===== src/vrtp_pkg.sv =====
// ----------------------------------------------------------------------------
// vrtp_pkg
// Shared constants, state type and controller/datapath command and status
// structs for the voxel ray traversal picker.
// ----------------------------------------------------------------------------
package vrtp_pkg;

    localparam int GRID_DEF   = 16;
    localparam int FRAC_BITS  = 12;
    localparam int DIR_FRAC   = 14;
    localparam int COORD_W    = 16;
    localparam int DIR_W      = 16;
    localparam int VAL_W      = 8;
    localparam int PICK_W     = 4;
    localparam int IP_W       = COORD_W - FRAC_BITS;
    localparam int DIST_W     = FRAC_BITS + 1;
    localparam int NUM_W      = DIST_W + DIR_FRAC;
    localparam int MAG_W      = DIR_W;
    localparam int TINY_RECIP = 100000;
    localparam int TINY_W     = 17;

    localparam logic CMD_WRITE = 1'b0;
    localparam logic CMD_TRACE = 1'b1;

    typedef enum logic [2:0] {
        ST_CLEAR,
        ST_IDLE,
        ST_DIV,
        ST_LOOK,
        ST_TEST
    } t_state;

    typedef struct packed {
        logic clear_wr;
        logic vox_wr;
        logic load;
        logic take_div;
        logic rd;
        logic advance;
        logic emit;
        logic emit_found;
    } t_dp_cmd;

    typedef struct packed {
        logic clear_last;
        logic div_done;
        logic stop;
        logic hit;
        logic out_full;
    } t_dp_stat;

endpackage


===== src/vrtp_ctrl.sv =====
// ----------------------------------------------------------------------------
// vrtp_ctrl
// Sequencer: clear sweep, request intake, division wait, DDA step loop.
// ----------------------------------------------------------------------------
module vrtp_ctrl (
    input  logic               i_clk,
    input  logic               i_rst_n,
    input  logic               i_valid,
    input  logic               i_cmd,
    input  vrtp_pkg::t_dp_stat i_stat,
    output logic               o_ready,
    output vrtp_pkg::t_dp_cmd  o_dp_cmd
);
    import vrtp_pkg::*;

    t_state r_state;
    t_state n_state;

    always_ff @(posedge i_clk) begin
        if (!i_rst_n) begin
            r_state <= ST_CLEAR;
        end else begin
            r_state <= n_state;
        end
    end

    always_comb begin
        n_state  = r_state;
        o_ready  = 1'b0;
        o_dp_cmd = '0;
        case (r_state)
            ST_CLEAR: begin
                o_dp_cmd.clear_wr = 1'b1;
                if (i_stat.clear_last) n_state = ST_IDLE;
            end
            ST_IDLE: begin
                o_ready = 1'b1;
                if (i_valid) begin
                    if (i_cmd == CMD_TRACE) begin
                        o_dp_cmd.load = 1'b1;
                        n_state       = ST_DIV;
                    end else begin
                        o_dp_cmd.vox_wr = 1'b1;
                    end
                end
            end
            ST_DIV: begin
                if (i_stat.div_done) begin
                    o_dp_cmd.take_div = 1'b1;
                    n_state           = ST_LOOK;
                end
            end
            ST_LOOK: begin
                o_dp_cmd.rd = 1'b1;
                n_state     = ST_TEST;
            end
            ST_TEST: begin
                // hold while the previous result is still waiting
                if (!i_stat.out_full) begin
                    if (i_stat.stop) begin
                        o_dp_cmd.emit = 1'b1;
                        n_state       = ST_IDLE;
                    end else if (i_stat.hit) begin
                        o_dp_cmd.emit       = 1'b1;
                        o_dp_cmd.emit_found = 1'b1;
                        n_state             = ST_IDLE;
                    end else begin
                        o_dp_cmd.advance = 1'b1;
                        n_state          = ST_LOOK;
                    end
                end
            end
            default: begin
                n_state = ST_CLEAR;
            end
        endcase
    end

endmodule


===== config.mk =====
export PLATFORM = sky130hd
export DESIGN_NAME = vrtp_ctrl
export DESIGN_NICKNAME = d
export VERILOG_FILES = /design/src/vrtp_pkg.sv /design/src/vrtp_ctrl.sv
export SDC_FILE = /design/constraint.sdc
export NUM_CORES = 1
export LEC_CHECK = 0
export BUFFER_PORTS_ARGS = -buffer_cell sky130_fd_sc_hd__buf_4
export CAP_MARGIN = 20
export CORE_AREA = 2 2 39 41
export DETAILED_ROUTE_END_ITERATION = 7
export DIE_AREA = 0 0 41 43
export GPL_ROUTABILITY_DRIVEN = 1
export GPL_TIMING_DRIVEN = 0
export MAX_ROUTING_LAYER = met4
export PLACE_DENSITY_LB_ADDON = 0.25
export SLEW_MARGIN = 15
export SYNTH_ARGS = -nofsm -noshare
export SYNTH_HDL_FRONTEND = slang
export SYNTH_SLANG_ARGS = --single-unit
export TNS_END_PERCENT = 10

===== constraint.sdc =====
create_clock -name i_clk -period 1.2 [get_ports i_clk]
set_input_delay 0.24 -clock i_clk [delete_from_list [all_inputs] [get_ports i_clk]]
set_output_delay 0.24 -clock i_clk [all_outputs]
set_load 0.01 [all_outputs]

==> results of run 1 <==
[power by group]
| part | total, uW | switching (uW) | internal [uW] |
|---|---|---|---|
| clock | 173 | 49.0 | 124 |
| sequential | 134 | 10.2 | 124 |
| combinational | 539 | 222 | 317 |
| total | 846 | 281 | 565 |
[through the flow]
step                      area, um^2  instances  TNS, ns
final                            596         77    -2.34
after global routing             596         77    -3.07
after floorplan                  318         33  -0.0287
after global placement           465         66   -0.530
after CTS                        543         75    -2.73
after detailed placement         465         66   -0.578
[worst reg2reg max path: cells and delay by family, from the launching register on]
kind            cells  cell delay (ns)
buf+inv             2             0.25
compound gates      1             0.28
flops               1             0.31
mux                 1             0.23
simple gates        2             0.26
[layer usage]
metal | share of wire | track usage | up-vias
li1 | - | - | 175
met1 | 0.44 | 0.122 | 156
met2 | 0.53 | 0.150 | 7
met3 | 0.031 | 0.0157 | 0
met4 | 0 | 0.0400 | 0
met5 | 0 | - | -
[worst paths after layout]
check	from	endpoint	slack, ns	cells past startpoint
setup / recovery	r_state[1]	o_dp_cmd[0]	-0.31	5
hold / removal	i_rst_n	r_state[2]	0.22	2
setup reg to reg	r_state[1]	r_state[0]	-0.24	6
hold reg to reg	r_state[1]	r_state[0]	0.72	4
[layout make-up]
cell class              instances  share of cell area
multi-input cells              27               0.422
flip-flops and latches          3               0.103
well taps                      16              0.0336
plain buffers                   3              0.0567
clock buffers                   4              0.0441
repair buffers                 24               0.340
[cells by family (layout without fill, tap and decap cells)]
logic type                Yosys count  after routing  synth area share
xor gates and xnor gates            1              1            0.0292
AOI/OAI and AO/OA                   5              5             0.138
muxes                               1              1            0.0333
and+or+nand+nor                    20             20             0.500
buffers and inverters               3             31             0.100
DFF                                 3              3             0.200
[placed cells by master (no fill, tap or decap), drive strengths merged, types with 2 or more instances in the layout]
| master | netlist | final |
|---|---|---|
| nor3b | 2 | 2 |
| nor3 | 2 | 2 |
| buf | 3 | 27 |
| nor2 | 4 | 4 |
| a21oi | 2 | 2 |
| nor2b | 2 | 2 |
| nand2b | 2 | 2 |
| dfxtp | 3 | 3 |
| clkbuf | 0 | 4 |
[what timing repair did]
action                                  4_1_cts  5_1_grt
hold endpoints to repair                      0        0
resized for setup                             4       10
endpoints found under the setup margin       11       11
setup buffers                                 5        2
pin swaps                                     3        3
==> results_dict.tcl, run 1 <==
set metrics [dict create \
    status "finished, violations left" \
    violations "setup timing" \
    fin_skew_ns 0.00129 \
    grt_max_degree 10 \
    maxClockFrequency_mhz 660 \
    synth_area_per_cell_um2 9.10 \
    cts_tree "built" \
    synthCells 33 \
    multi_input_area_um2 251 \
    avgViaCountPerCell 4.39 \
    vias 338 \
    die_x_um 41 \
    cts.sinks 3 \
    antenna_cells 0 \
    yosysMostFrequentCell "nor2_1" \
    io_pins 18 \
    grt_usage 0.0976 \
    firstDrtPassIters 1 \
    drive_gt1_frac 0.721 \
    worstPathCellList "buf_6 > nor3b_4 > nand2b_1 > nor3b_2 > buf_4" \
    critPathKind "flip-flop to output port" \
    ys.warnings.count 0 \
    htree_num_levels 1 \
    p_total_uw 846 \
    vdd_ir_drop_max_mv 0.826 \
    hold_class "input port to flip-flop" \
    synth_edf_count 0 \
    powerDensity_nw_per_um2 1420 \
    required_ns 0.96 \
    critical_path.startpoint_type "flip-flop" \
    num_rows 14 \
    core_area_um2 1380 \
    synth.top_cells.by_count "nor2_1 (4), dfxtp_1 (3)" \
    die_h_um 43 \
    ys_seq_elements 3 \
    period_needed_ns 1.51 \
    gr-total-overflow 0 \
    hold_buffers 0 \
    netlist_top_cells_area "dfxtp_1 (20%), nor4b_4 (7.9%), buf_6 (7.5%)" \
    numCtsBuffers 3 \
    tightest_slew_ns 0.314 \
    max-cap-violations 0 \
    critical_path_arrival_ns 1.27 \
    gp_congestion 0.673 \
    clk_path_buf_depth 2 \
    synth_top_area_share 0.200 \
    start_util 0.217 \
    finalSetupViolCount 11 \
    top_regs "r_state (3)" \
    place_hpwl_um 546 \
    area.sequential_um2 61.3 \
    final_util 0.430 \
    wl_um 777 \
    relSlewSlack 0.791 \
    power.leakage_uw 0.000258 \
    ys_seq_area_frac 0.200 \
    grt_pass1_vias 302 \
    syn_nets 42 \
    fill_cells 140 \
    crit_family "simple AND/OR/NAND/NOR gates" \
    ys_async_sr_fraction 0 \
    route.detailed.drc 0 \
    worst_slack_ns -0.315 \
    largest_register_ffs 3 \
    wl_per_cell_um 10.1 \
    clkLatencyLatePin_ns 0.23 \
    crit_slowest_cell "dfxtp_1" \
    synth_flop_cell "dfxtp_1" \
    syn_to_final_growth_pct 98.3 \
    synth_cell_types 22 \
    netlist_area_um2 300 \
    crit_fanout 5 \
    whs_ns 0.224 \
    top_register "r_state" \
    synth_area_leader_cell "dfxtp_1" \
    die_area_um2 1760 \
    cp.buffers_inverters 2 \
    grt_pass1_wl_um 1180 \
    dp_slack_ns -0.153 \
    critPathMaxStageDelay_ns 0.30 \
    port_buffers 17 \
    antenna_found_initial 0 \
    finalNetCount 71 \
    finalCritPeriodShare 1.26 \
    drv_slew 0 \
    ant_nets 0 \
    path_clk_slew_ns 0.04 \
    rsz0062_at_grt "true" \
    drtIter0Drc 0 \
    worstSetupEndpointType "output port" \
    hold_viol 0 \
    cts-root-buf "clkbuf_4" \
]
No activity file was read; power rests on OpenSTA's default activity.
==> run 2: changes to the inputs <==
==> constraint.sdc (replaced) <==
create_clock -name i_clk -period 1.2 [get_ports i_clk]
set_input_delay 0.06 -clock i_clk [delete_from_list [all_inputs] [get_ports i_clk]]
set_output_delay 0.06 -clock i_clk [all_outputs]
set_load 0.01 [all_outputs]
==> run 2 against run 1 <==
Compared with the run above:
- count of clock-buffer cells in the layout is the same
- maximum frequency up 11%
- global-route usage is 0.30 points higher
- non-clock buffer count fell by 2
- sequential share of layout area up 0.92 points
- the run still ends with setup timing left
- critical path type unchanged
- combinational power decreased by 12%
- worst hold slack lost 0.18 ns
- die area stayed put
- critical endpoint unchanged
- sequential power barely moved
- largest cell class unchanged
- worst setup slack gained 0.15 ns
- clock skew grew 0.0023 ns
- final cell count decreased by 2.6%
==> results_dict.tcl, run 2 (synthesized netlist as in run 1, its figures left out) <==
set metrics [dict create \
    antenna_found_initial 0 \
    finalCritPeriodShare 1.14 \
    largest_register_ffs 3 \
    grt_max_degree 10 \
    worst_slack_ns -0.166 \
    critical_path_arrival_ns 1.31 \
    top_register "r_state" \
    finalSetupViolCount 8 \
    drv_slew 0 \
    fin_skew_ns 0.00359 \
    dp_slack_ns -0.112 \
    clk_path_buf_depth 2 \
    cts-root-buf "clkbuf_4" \
    wl_per_cell_um 10.0 \
    gp_congestion 0.734 \
    port_buffers 17 \
    layout_commonest_cell "buf_4" \
    drtIter0Drc 3 \
    max-cap-violations 0 \
    io_pins 18 \
    route.detailed.drc 0 \
    hold_buffers 0 \
    clkLatencyLatePin_ns 0.23 \
    path_clk_slew_ns 0.04 \
    firstDrtPassIters 4 \
    status "finished, violations left" \
    vdd_ir_drop_max_mv 0.663 \
    die_area_um2 1760 \
    htree_num_levels 1 \
    power.leakage_uw 0.000242 \
    whs_ns 0.0460 \
    start_util 0.217 \
    place_hpwl_um 501 \
    ant_nets 0 \
    vias 331 \
    wl_um 751 \
    worstPathCellList "buf_6 > nor3b_4 > nand2b_1 > nor3b_2 > buf_4" \
    top_layer_used "met4" \
    finalNetCount 69 \
    fin_area_um2 547 \
    num_rows 14 \
    violations "setup timing" \
    drive_gt1_frac 0.644 \
    critical_path.startpoint_type "flip-flop" \
    hold_viol 0 \
    maxClockFrequency_mhz 732 \
    core_area_um2 1380 \
    numCtsBuffers 3 \
    die_x_um 41 \
    final_util 0.395 \
    place_area_um2 448 \
    syn_to_final_growth_pct 82.1 \
    antenna_cells 0 \
    avgViaCountPerCell 4.41 \
    mostFrequentLayoutCells "buf_4 (21), buf_6 (4), nor2_1 (3), clkbuf_4 (3)" \
    fin_tns_setup_ns -0.866 \
    wl_met1_um 365 \
    top_regs "r_state (3)" \
    crit_slowest_cell "dfxtp_2" \
    critPathKind "flip-flop to output port" \
    crit_fanout 6 \
    rsz0062_at_grt "true" \
    cts.sinks 3 \
    hold_class "input port to flip-flop" \
    grt_usage 0.101 \
    met3_length_um 43 \
    period_needed_ns 1.37 \
    tightest_slew_ns 0.293 \
    die_h_um 43 \
    cts_tree "built" \
    gr-total-overflow 0 \
    required_ns 1.14 \
    grt_pass1_wl_um 1140 \
    grt_pass1_vias 289 \
    powerDensity_nw_per_um2 1450 \
    relSlewSlack 0.805 \
    worstSetupEndpointType "output port" \
    critPathMaxStageDelay_ns 0.32 \
    dr_wl_met2_um 326 \
]
## run 2: critical path, delay by kind of cell (launching register included)
kind | cells | cell delay [ns]
DFF | 1 | 0.32
buffers and inverters | 2 | 0.27
and+or+nand+nor | 3 | 0.49
## run 2: cell type report
type	instances	area [um^2]
fillers	141	837
well taps	16	20.0
flip-flops and latches	3	61.3
clock buffers	4	26.3
multi-input cells	27	236
plain buffers	3	33.8
repair buffers	22	169
## run 2: per-layer routing
metal,track usage,up-vias
met1,0.125,147
li1,-,173
met4,0.0800,0
met5,-,-
met2,0.128,9
met3,0.0314,2
## run 2: metrics by stage
| stage | std cells | total power (uW) |
|---|---|---|
| floorplan | 33 | 386 |
| global placement | 66 | 508 |
| detailed placement | 66 | 506 |
| CTS | 75 | 775 |
| global route | 75 | 857 |
| finish | 75 | 793 |
## run 2: path summary, 6_finish.rpt
check	cells past startpoint	endpoint	start	slack [ns]
setup reg to reg	5	r_state[0]	r_state[1]	-0.14
hold reg to reg	4	r_state[0]	r_state[2]	0.75
hold / removal	2	r_state[2]	i_rst_n	0.05
setup / recovery	5	o_dp_cmd[0]	r_state[0]	-0.17
## run 2: where the power goes
group          total [uW]  internal, uW  switching (uW)
clock                 179           125            54.5
sequential            137           124            12.9
combinational         477           274             203
total                 793           522             271
## run 2: what timing repair did
action                     CTS  global route
gates resized for setup      5             4
pin swaps                    3             0
setup endpoints to repair    8            10
setup buffers                5             0
gates cloned                 0             0
